==> src/rgb_box_filter_3x3_top_assert.svh <==
// assertion macros for the box filter, empty when synthesizing
`ifndef RGB_BOX_FILTER_3X3_TOP_ASSERT_SVH
`define RGB_BOX_FILTER_3X3_TOP_ASSERT_SVH

`ifndef SYNTHESIS

// property must hold at every clock edge out of reset
`define RBF3_ASSERT(lbl, prop, msg) \
  lbl: assert property (@(posedge clk_i) disable iff (!rst_ni) (prop)) else $error(msg);

// expression must never be true at a clock edge out of reset
`define RBF3_ASSERT_NEVER(lbl, prop, msg) \
  lbl: assert property (@(posedge clk_i) disable iff (!rst_ni) !(prop)) else $error(msg);

`else

`define RBF3_ASSERT(lbl, prop, msg)
`define RBF3_ASSERT_NEVER(lbl, prop, msg)

`endif

`endif

==> src/rbf3_pkg.sv <==
`default_nettype none

package rbf3_pkg;

  localparam int MaxWidthDef  = 1024;
  localparam int MaxHeightDef = 4096;
  localparam int FifoDepthDef = 8;

  localparam int WidthRegW  = 11;
  localparam int HeightRegW = 13;
  localparam int CfgDataW   = 13;
  localparam int CfgIdxW    = 1;

  localparam logic [CfgIdxW-1:0] CfgIdxWidth  = 1'b0;
  localparam logic [CfgIdxW-1:0] CfgIdxHeight = 1'b1;

  localparam int ResetWidth  = 1024;
  localparam int ResetHeight = 1024;

  // ceil(2^16 / 9), exact for sums up to 2295
  localparam logic [12:0] Recip9 = 13'd7282;

  typedef struct packed {
    logic       mode;
    logic [7:0] red_in;
    logic [7:0] green_in;
    logic [7:0] blue_in;
  } in_item_t;

  typedef struct packed {
    logic [7:0] red_out;
    logic [7:0] green_out;
    logic [7:0] blue_out;
    logic       run_last;
    logic       frame_last;
  } out_item_t;

  typedef struct packed {
    logic [7:0] red;
    logic [7:0] green;
    logic [7:0] blue;
  } pixel_t;

  // one window column, top row first
  typedef struct packed {
    pixel_t top;
    pixel_t mid;
    pixel_t bot;
  } col_t;

  typedef struct packed {
    pixel_t older;
    pixel_t newer;
  } line_pair_t;

  typedef struct packed {
    logic [9:0] red;
    logic [9:0] green;
    logic [9:0] blue;
  } chan_sum_t;

  typedef struct packed {
    logic [11:0] red;
    logic [11:0] green;
    logic [11:0] blue;
  } win_sum_t;

  // results of one item: res0 is always used, res1 only when two is set
  typedef struct packed {
    logic      two;
    out_item_t res0;
    out_item_t res1;
  } out_pair_t;

  typedef struct packed {
    logic wr;
    logic clr;
    logic top_en;
    logic mid_en;
    logic emit_full;
    logic emit_edge;
    logic frame_last;
  } stage_ctl_t;

  function automatic logic [7:0] div9(input logic [11:0] s);
    logic [24:0] p;
    p = 25'(s) * 25'(Recip9);
    return p[23:16];
  endfunction

endpackage

`default_nettype wire

==> src/rbf3_col_cell.sv <==
`default_nettype none

module rbf3_col_cell (
  input  wire logic          clk_i,
  input  wire logic          rst_ni,
  input  wire logic          restart_i,
  input  wire logic          shift_i,
  input  wire logic          clr_i,
  input  wire rbf3_pkg::col_t col_i,
  output rbf3_pkg::col_t     col_o,
  output rbf3_pkg::chan_sum_t sum_o
);
  import rbf3_pkg::*;

  col_t col_q;
  col_t col_d;

  always_comb begin
    col_d = col_q;
    if (restart_i) begin
      col_d = '0;
    end else if (shift_i) begin
      col_d = clr_i ? '0 : col_i;
    end
  end

  always_ff @(posedge clk_i or negedge rst_ni) begin
    if (!rst_ni) begin
      col_q <= '0;
    end else begin
      col_q <= col_d;
    end
  end

  assign col_o = col_q;

  assign sum_o.red   = 10'(col_q.top.red)   + 10'(col_q.mid.red)   + 10'(col_q.bot.red);
  assign sum_o.green = 10'(col_q.top.green) + 10'(col_q.mid.green) + 10'(col_q.bot.green);
  assign sum_o.blue  = 10'(col_q.top.blue)  + 10'(col_q.mid.blue)  + 10'(col_q.bot.blue);

endmodule

`default_nettype wire

==> config.mk <==
export PLATFORM = sky130hd
export DESIGN_NAME = rbf3_col_cell
export DESIGN_NICKNAME = d
export VERILOG_FILES = /design/src/rgb_box_filter_3x3_top_assert.svh /design/src/rbf3_pkg.sv /design/src/rbf3_col_cell.sv
export SDC_FILE = /design/constraint.sdc
export NUM_CORES = 1
export LEC_CHECK = 0
export ABC_AREA = 1
export BUFFER_PORTS_ARGS = -buffer_cell sky130_fd_sc_hd__buf_2
export CAP_MARGIN = 20
export CORE_MARGIN = 5
export CORE_UTILIZATION = 40
export DETAILED_ROUTE_END_ITERATION = 8
export PLACE_DENSITY = 0.67
export SETUP_SLACK_MARGIN = 0.4
export SLEW_MARGIN = 20
export SYNTH_ARGS = -nofsm -noshare
export SYNTH_HDL_FRONTEND = slang
export SYNTH_SLANG_ARGS = --single-unit
export TNS_END_PERCENT = 5
==> constraint.sdc <==
create_clock -name clk_i -period 2.4 [get_ports clk_i]
set_input_delay 0.48 -clock clk_i [delete_from_list [all_inputs] [get_ports clk_i]]
set_output_delay 0.48 -clock clk_i [all_outputs]
set_load 0.01 [all_outputs]
==> impl_metrics.ini <==
[timing]
worstMarginPinSlew_ns = 0.9633
fin_crit_ns = 2.819
drv_slew = 0
finalCritPeriodShare = 1.174
hold_viol_final = 0
slew-limit-headroom = 0.3578
finalClockSkew_ns = 0
clock.fmax_mhz = 354.8
tns_ns = -6.851
fin_ws_ns = -0.4187
rsz0062_at_grt = yes
setup_viol = 24

[detailed_routing]
drt_first_pass_iters = 4
avgRoutedWirePerCell_um = 15.29
drtIter0Drc = 181
ant_nets = 0
wl_um = 13490
drc = 0
drt-vias-per-instance = 4.897
num_vias = 4319

[cells_and_area]
regArea_um2 = 1802
drive_gt1_frac = 0.4748
multi_input_area_um2 = 2592
final_util = 0.5499
largest_register_ffs = 72
area_growth_pct = 35.73
diodes = 0
final_net_count = 855
final_area_um2 = 6550
fill_cells = 1063

[cts]
cts_hold_buf = 0
cts_htree_levels = 3
insertion_delay_ns = 0.33
cts_made_buffers = 9
clockBufferDepth = 2
clock_sinks = 72
clkTransAtPathRegs_ns = 0.06
cts_tree = yes
cts-root-buf = clkbuf_16

[floorplan]
start_util = 0.4051
dieArea_um2 = 14360
core-area_um2 = 11910
die_w_um = 119.8
pin_count = 179
dieHeight_um = 119.8
fp-row-count = 40

[pwr]
p_leak_nw = 3.522
p_seq_frac = 0.382
power_mw = 3.415
power_density_nw_per_um2 = 521.4
combinationalPowerShare = 0.215
swShare = 0.2824
p_int_mw = 2.451
ir_worst_vdd_mv = 0.2890
p_clk_frac = 0.403
p_switching_mw = 0.9643

[critical_path]
worstPathArrival_ns = 2.34
path_max_fanout = 3
cp_top_family = adder cells
crit_chain = fa_1, ha_2, fa_2, nand2_1, nand2_1, nand3b_1, nand2_1, nand2_1, nand2_1, buf_2
worstSetupPathType = flip-flop to output pin
required_ns = 1.92
path_buf_inv = 1
startpoint_type = flip-flop
end_kind = output pin
critPathSlowestCell = fa_1
cpPeakStageDelay_ns = 0.48
cp_common_cell = nand2_1

[place]
port_buffers = 178
placed_cell_area_um2 = 5974
place_congestion = 0.8093
dp.final_hpwl_um = 9883
post-place-ws_ns = -0.1317

[synthesis]
yosys_warnings = 0
yosysUniqueCellTypes = 24
synth_seq_cells = 72
syn_nets = 651
yosysSeqAreaShare = 0.3733
syn_area_um2 = 4826
syn_avg_cell_area_um2 = 9.175
syn_inst = 526

[global_routing]
grt_max_degree = 73
antenna_found_initial = 0
overflow = 0
grt_pass1_wl_um = 22310
grt_pass1_vias = 4600
grt.total_usage = 0.1931

[status]
violations = negative setup slack
status = complete, but fails checks

[run]
drv_cap = 0

[worst_hold_path]
hold_path_class = primary input to asynchronous set/reset pin
[Yosys cell counts]
master    number  area (um^2)
and2_1         2        12.51
xor2_1         4        35.03
o21ai_2       70        613.1
clkbuf_1      10        37.54
fa_1          27        540.5
nand3_1       85        425.4
a21oi_1        8        40.04
or2_4          1        8.760
o21ai_0        2        10.01
ha_1          21        262.8
or2_1          3        18.77
buf_12         8        160.2
xnor2_1        5        43.79
buf_6          1        11.26
nand4_1        1        6.260
nor2_2         1        6.260
buf_2          4        20.02
dfrtp_1       72         1802
inv_2          1        3.750
nor2_1        10        37.54
inv_1        112        420.4
o21ai_1        2        10.01
nand3b_1       4        30.03
nand2_1       72        270.3
[worst reg2reg max path, delay by kind of cell (launching register included)]
kind,cells,cell delay [ns]
AOI/OAI and AO/OA,1,0.06
buffers and inverters,3,0.33
DFF,1,0.40
[worst paths after layout]
kind / start / end / cells past startpoint / slack [ns]
min: rst_ni / col_o[53] / 1 / 0.29
max: col_o[1] / sum_o[7] / 10 / -0.42
max in group asynchronous: rst_ni / col_o[14] / 1 / 1.48
min in group clk_i: col_i[49] / col_o[49] / 3 / 0.38
min reg2reg: col_o[56] / col_o[56] / 2 / 0.55
max reg2reg: col_o[57] / col_o[57] / 4 / 1.49
[logic make-up (layout without fill, tap and decap cells)]
| kind of cell | after synthesis | after routing | synth area share |
|---|---|---|---|
| AOI/OAI and AO/OA | 82 | 82 | 0.1395 |
| and+or+nand+nor | 179 | 179 | 0.1690 |
| xor gates and xnor gates | 9 | 9 | 0.01633 |
| adders and majority gates | 48 | 48 | 0.1665 |
| buffers and inverters | 136 | 345 | 0.1353 |
| DFF | 72 | 72 | 0.3733 |
[stage by stage]
stage / hold slack [ns] / instances
2_1_floorplan: 0.1844 / 526
3_3_place_gp: 0.5433 / 863
3_5_place_dp: 0.5443 / 863
4_1_cts: 0.3308 / 881
5_1_grt: 0.3783 / 882
6_report: 0.2890 / 882
[area by class of cell]
cell class              instances  share of cell area
clock buffers                  13             0.03973
flip-flops and latches         72              0.2751
multi-input cells             318              0.3958
inverters                     113             0.06476
repair buffers                216              0.1904
clock inverters                 3            0.006113
well taps                     147             0.02808
[cells in the final DEF, fill, tap and decap left out, types with 12 or more instances in the layout]
cell	n
inv_1	99
o21ai_2	70
fa_1	22
ha_4	12
buf_2	170
nand2_1	67
inv_2	14
nand3_1	83
dfrtp_1	72
buf_4	37
[power by group through the flow]
stage	clock network [mW]	registers [mW]	logic, mW
after CTS	1.41	1.30	0.713
after global placement	0	1.32	0.642
after floorplan	0	1.34	0.354
after global routing	1.45	1.31	0.815
after detailed placement	0	1.33	0.655
final	1.38	1.30	0.736
[per-layer routing]
layer / wire length [um] / part of all wire / up-vias / track usage
met5: 0 / 0 / - / 0
met4: 160 / 0.012 / 0 / 0.06013
met3: 1056 / 0.078 / 12 / 0.05231
met2: 6671 / 0.49 / 159 / 0.3291
met1: 5602 / 0.42 / 2082 / 0.2390
li1: - / - / 2066 / -
[timing repair]
item	CTS	global route
pin swaps	17	10
setup endpoints to repair	27	30
setup buffers	2	1
gates resized for setup	31	21
Power figures use the tool's default switching activity.
