`src/rgb_box_filter_3x3_top_assert.svh`:
```
// assertion macros for the box filter, empty when synthesizing
`ifndef RGB_BOX_FILTER_3X3_TOP_ASSERT_SVH
`define RGB_BOX_FILTER_3X3_TOP_ASSERT_SVH

`ifndef SYNTHESIS

// property must hold at every clock edge out of reset
`define RBF3_ASSERT(lbl, prop, msg) \
  lbl: assert property (@(posedge clk_i) disable iff (!rst_ni) (prop)) else $error(msg);

// expression must never be true at a clock edge out of reset
`define RBF3_ASSERT_NEVER(lbl, prop, msg) \
  lbl: assert property (@(posedge clk_i) disable iff (!rst_ni) !(prop)) else $error(msg);

`else

`define RBF3_ASSERT(lbl, prop, msg)
`define RBF3_ASSERT_NEVER(lbl, prop, msg)

`endif

`endif

```
`src/rbf3_pkg.sv`:
```
`default_nettype none

package rbf3_pkg;

  localparam int MaxWidthDef  = 1024;
  localparam int MaxHeightDef = 4096;
  localparam int FifoDepthDef = 8;

  localparam int WidthRegW  = 11;
  localparam int HeightRegW = 13;
  localparam int CfgDataW   = 13;
  localparam int CfgIdxW    = 1;

  localparam logic [CfgIdxW-1:0] CfgIdxWidth  = 1'b0;
  localparam logic [CfgIdxW-1:0] CfgIdxHeight = 1'b1;

  localparam int ResetWidth  = 1024;
  localparam int ResetHeight = 1024;

  // ceil(2^16 / 9), exact for sums up to 2295
  localparam logic [12:0] Recip9 = 13'd7282;

  typedef struct packed {
    logic       mode;
    logic [7:0] red_in;
    logic [7:0] green_in;
    logic [7:0] blue_in;
  } in_item_t;

  typedef struct packed {
    logic [7:0] red_out;
    logic [7:0] green_out;
    logic [7:0] blue_out;
    logic       run_last;
    logic       frame_last;
  } out_item_t;

  typedef struct packed {
    logic [7:0] red;
    logic [7:0] green;
    logic [7:0] blue;
  } pixel_t;

  // one window column, top row first
  typedef struct packed {
    pixel_t top;
    pixel_t mid;
    pixel_t bot;
  } col_t;

  typedef struct packed {
    pixel_t older;
    pixel_t newer;
  } line_pair_t;

  typedef struct packed {
    logic [9:0] red;
    logic [9:0] green;
    logic [9:0] blue;
  } chan_sum_t;

  typedef struct packed {
    logic [11:0] red;
    logic [11:0] green;
    logic [11:0] blue;
  } win_sum_t;

  // results of one item: res0 is always used, res1 only when two is set
  typedef struct packed {
    logic      two;
    out_item_t res0;
    out_item_t res1;
  } out_pair_t;

  typedef struct packed {
    logic wr;
    logic clr;
    logic top_en;
    logic mid_en;
    logic emit_full;
    logic emit_edge;
    logic frame_last;
  } stage_ctl_t;

  function automatic logic [7:0] div9(input logic [11:0] s);
    logic [24:0] p;
    p = 25'(s) * 25'(Recip9);
    return p[23:16];
  endfunction

endpackage

`default_nettype wire

```
`src/rbf3_out_fifo.sv`:
```
`default_nettype none

module rbf3_out_fifo #(
  parameter int Depth = 8,
  parameter int CntW  = 4
) (
  input  wire logic            clk_i,
  input  wire logic            rst_ni,
  input  wire logic            push_i,
  input  wire rbf3_pkg::out_pair_t push_data_i,
  output logic [CntW-1:0]      count_o,
  output logic                 out_valid_o,
  input  wire logic            out_stall_i,
  output rbf3_pkg::out_item_t  out_data_o
);
  import rbf3_pkg::*;

  localparam int PtrW = (Depth > 1) ? $clog2(Depth) : 1;

  out_pair_t         mem [Depth];
  logic [PtrW-1:0]   wr_ptr_q, wr_ptr_d;
  logic [PtrW-1:0]   rd_ptr_q, rd_ptr_d;
  logic [CntW-1:0]   count_q, count_d;
  logic              sub_q, sub_d;
  out_pair_t         head;
  logic              take;
  logic              pop;

  assign head        = mem[rd_ptr_q];
  assign out_valid_o = (count_q != '0);
  assign out_data_o  = sub_q ? head.res1 : head.res0;
  assign take        = out_valid_o && !out_stall_i;
  // an entry leaves after its last item is taken
  assign pop         = take && (!head.two || sub_q);

  always_comb begin
    wr_ptr_d = wr_ptr_q;
    rd_ptr_d = rd_ptr_q;
    sub_d    = sub_q;
    count_d  = count_q;
    if (push_i) begin
      wr_ptr_d = (wr_ptr_q == PtrW'(Depth - 1)) ? '0 : wr_ptr_q + 1'b1;
    end
    if (take) begin
      sub_d = !pop;
    end
    if (pop) begin
      rd_ptr_d = (rd_ptr_q == PtrW'(Depth - 1)) ? '0 : rd_ptr_q + 1'b1;
    end
    case ({push_i, pop})
      2'b10:   count_d = count_q + 1'b1;
      2'b01:   count_d = count_q - 1'b1;
      default: count_d = count_q;
    endcase
  end

  always_ff @(posedge clk_i) begin
    if (push_i) begin
      mem[wr_ptr_q] <= push_data_i;
    end
  end

  always_ff @(posedge clk_i or negedge rst_ni) begin
    if (!rst_ni) begin
      wr_ptr_q <= '0;
      rd_ptr_q <= '0;
      count_q  <= '0;
      sub_q    <= 1'b0;
    end else begin
      wr_ptr_q <= wr_ptr_d;
      rd_ptr_q <= rd_ptr_d;
      count_q  <= count_d;
      sub_q    <= sub_d;
    end
  end

  assign count_o = count_q;

endmodule

`default_nettype wire

```
`config.mk`:
```
export PLATFORM = sky130hd
export DESIGN_NAME = rbf3_out_fifo
export DESIGN_NICKNAME = d
export VERILOG_FILES = /design/src/rgb_box_filter_3x3_top_assert.svh /design/src/rbf3_pkg.sv /design/src/rbf3_out_fifo.sv
export SDC_FILE = /design/constraint.sdc
export NUM_CORES = 1
export LEC_CHECK = 0
export BUFFER_PORTS_ARGS = -buffer_cell sky130_fd_sc_hd__buf_2
export CAP_MARGIN = 20
export CORE_ASPECT_RATIO = 2
export CORE_MARGIN = 10
export CORE_UTILIZATION = 25
export CTS_CLUSTER_DIAMETER = 30
export DETAILED_ROUTE_END_ITERATION = 7
export PLACE_DENSITY = 0.37
export RECOVER_POWER = 25
export SLEW_MARGIN = 20
export SYNTH_ARGS = -nofsm -noshare
export SYNTH_HDL_FRONTEND = slang
export SYNTH_SLANG_ARGS = --single-unit
```
`constraint.sdc`:
```
create_clock -name clk_i -period 5.1 [get_ports clk_i]
set_input_delay 1.02 -clock clk_i [delete_from_list [all_inputs] [get_ports clk_i]]
set_output_delay 1.02 -clock clk_i [all_outputs]
set_load 0.02 [all_outputs]
```
==> impl_metrics.env <==
export IMPL_outcome="finished clean"
export IMPL_leakage_nw=6.38
export IMPL_drc=0
export IMPL_synth_async_sr_flop_share_pct=2.53
export IMPL_fp_row_count=133
export IMPL_globalplace_congestion=0.675
export IMPL_drive_above_1_share_pct=37.8
export IMPL_finalSetupViolCount=0
export IMPL_synth_seq_cells=435
export IMPL_yosysSeqAreaShare_pct=78.5
export IMPL_post_cts_setup_buffers=0
export IMPL_cts_made_buffers=61
export IMPL_cts_root_buf="clkbuf_16"
export IMPL_r2r_setup_slack_ns=1.49
export IMPL_final_cell_count_no_fill=1727
export IMPL_drtIter0Drc=390
export IMPL_r2r_cells=10
export IMPL_final_antenna_net_count=0
export IMPL_synth_compound_area_share_pct=0.370
export IMPL_synth_edf_count=424
export IMPL_grt_pass1_wl_um=59000
export IMPL_crit_type="flop to output pin"
export IMPL_wl_per_cell_um=23.1
export IMPL_design_die_area_um2=77600
export IMPL_grt_pass1_vias=8543
export IMPL_viasPerCell=4.27
export IMPL_hold_viol=0
export IMPL_die_y_um=384
export IMPL_synth_top_family_by_area="multiplexers"
export IMPL_cp_required_ns=4.08
export IMPL_grt_max_degree=67
export IMPL_syn_area_per_cell_um2=25.2
export IMPL_r2r_start="rd_ptr_q[1]$_DFFE_PN0N_"
export IMPL_cpMostUsedCell="mux4_2"
export IMPL_placed_cells=1608
export IMPL_cp_top_family="flip-flops"
export IMPL_syn_num_nets=722
export IMPL_cap_viol_max_count=0
export IMPL_vias=7381
export IMPL_yosys_area_share_simple_pct=0.725
export IMPL_skew_ns=0.0178
export IMPL_worstSkewPairLatency_ns=0.60
export IMPL_yosysWarnings=0
export IMPL_nFillCells=6261
export IMPL_reg2reg_to="count_o[3]$_DFFE_PN0P_"
export IMPL_cts_tree="built"
export IMPL_slowest_delay_ns=1.12
export IMPL_cts_sinks=435
export IMPL_synthCells=657
export IMPL_tns_ns=0
export IMPL_synth_cell_types=30
export IMPL_initial_core_util_pct=25.2
export IMPL_min_period_ns=4.17
export IMPL_synth_mux_area_share_pct=18.3
export IMPL_ys_flop_type="edfxtp_1"
export IMPL_grt_usage_pct=10.4
export IMPL_startpoint_type="flop"
export IMPL_crit_fanout=66
export IMPL_routed_wirelength_um=39900
export IMPL_syn_to_final_growth_pct=22.0
export IMPL_antenna_found_initial=10
export IMPL_rsz0062_at_grt="false"
export IMPL_critPathArrivalTime_ns=3.15
export IMPL_p_per_area_nw_per_um2=600
export IMPL_min_period_over_period_pct=81.8
export IMPL_crit_path_end_kind="output pin"
export IMPL_core_um2=65700
export IMPL_clk_pin_slew_ns=0.05
export IMPL_postCtsHoldBufs=0
export IMPL_irDropWorstVdd_mv=0.286
export IMPL_max_slew_margin_rel_pct=26.3
export IMPL_overflow=0
export IMPL_cts_resized=0
export IMPL_cts_buffer_depth=3
export IMPL_min_path_type="primary input to async pin"
export IMPL_nets=861
export IMPL_io_pins=88
export IMPL_die_width_um=202
export IMPL_path_buf_inv=2
export IMPL_tightest_slew_ns=1.11
export IMPL_fmax_mhz=240
export IMPL_synth_fa_ha_area_share_pct=0.650
export IMPL_crit_chain="buf_12, mux4_2, mux4_2, buf_2"
export IMPL_critPathSlowestCell="dfrtp_4"
export IMPL_dp_hpwl_um=22500
export IMPL_firstDrtPassIters=4
export IMPL_drv_slew=0
export IMPL_h_tree_depth=2
export IMPL_synth_xor_area_share_pct=0.159
export IMPL_final_cell_mix="edfxtp_1, mux4_2, clkbuf_16"
export IMPL_final_common_cell="edfxtp_1"
export IMPL_syn_area_um2=16600
export IMPL_port_buffers=87
## logic make-up after synthesis
| group | count (synthesis) |
|---|---|
| DFF | 435 |
| muxes | 139 |
| buffers and inverters | 37 |
| and+or+nand+nor | 26 |
| AOI/OAI and AO/OA | 9 |
| adders and majority gates | 8 |
| xor gates and xnor gates | 3 |
## Yosys cell counts, types with 3 or more instances
cell type | instances | share of area, %
edfxtp_1 | 424 | 77
mux4_2 | 131 | 18
buf_2 | 11 | 0.33
dfrtp_1 | 11 | 1.7
nor2_1 | 11 | 0.25
clkbuf_1 | 10 | 0.23
ha_1 | 7 | 0.53
inv_1 | 6 | 0.14
buf_1 | 5 | 0.11
nand2_1 | 5 | 0.11
mux2i_1 | 4 | 0.24
nand2b_1 | 4 | 0.15
buf_8 | 3 | 0.27
o21ai_0 | 3 | 0.091
## worst max-delay path by stage
| stage | from | endpoint | depth (start not counted) |
|---|---|---|---|
| 2_1_floorplan | push_i | mem[2][0]$_DFFE_PP_ | 2 |
| 3_3_place_gp | rd_ptr_q[1]$_DFFE_PN0N_ | out_data_o[5] | 4 |
| 3_5_place_dp | rd_ptr_q[1]$_DFFE_PN0N_ | count_o[3]$_DFFE_PN0P_ | 10 |
| 4_1_cts | rd_ptr_q[1]$_DFFE_PN0N_ | out_data_o[5] | 4 |
| 5_1_grt | rd_ptr_q[1]$_DFFE_PN0N_ | out_data_o[10] | 4 |
| 6_report | rd_ptr_q[1]$_DFFE_PN0N_ | out_data_o[10] | 4 |
## through the flow
stage	cell area (um^2)	total power, mW	util, %	hold slack [ns]	setup WS [ns]
final	20200	12.1	30.7	0.463	0.931
after global routing	20200	12.7	30.7	0.497	0.774
after CTS	20200	12.4	30.7	0.295	0.817
after detailed placement	18200	8.25	27.6	0.509	1.42
after global placement	18200	8.13	27.6	0.489	1.53
after floorplan	16600	7.06	-	0.486	1.27
## per-layer routing
metal  vias to the layer above  part of all wire (%)  global-route usage [%]  wire length [um]
li1                       3145                     -                       -                 -
met1                      3945                    38                    11.1             15200
met2                       186                    54                    19.2             21500
met3                        89                   4.9                    2.39              1950
met4                        16                   2.9                    4.21              1170
met5                         -                  0.25                       0               100
## sequential cells by signal, summed over array words and instances (netlist names)
register and cells:
rd_ptr_q 3, count_o 4, sub_q 1, wr_ptr_q 3, mem 424
## cell type report
cell class / count / area (um^2) / area share (%)
clock buffers: 70 / 1600 / 7.93
well taps: 877 / 1100 / 5.43
inverters: 6 / 22.5 / 0.111
repair buffers: 107 / 613 / 3.03
clock inverters: 46 / 427 / 2.11
flip-flops and latches: 435 / 13000 / 64.4
multi-input cells: 185 / 3420 / 16.9
diodes: 1 / 2.50 / 0.0124
## power breakdown
part	internal, mW	switching [mW]	leakage [nW]
combinational	1.53	1.60	1.41
sequential	4.44	0.438	3.98
clock	2.46	1.64	0.983
Power figures use the tool's default switching activity.
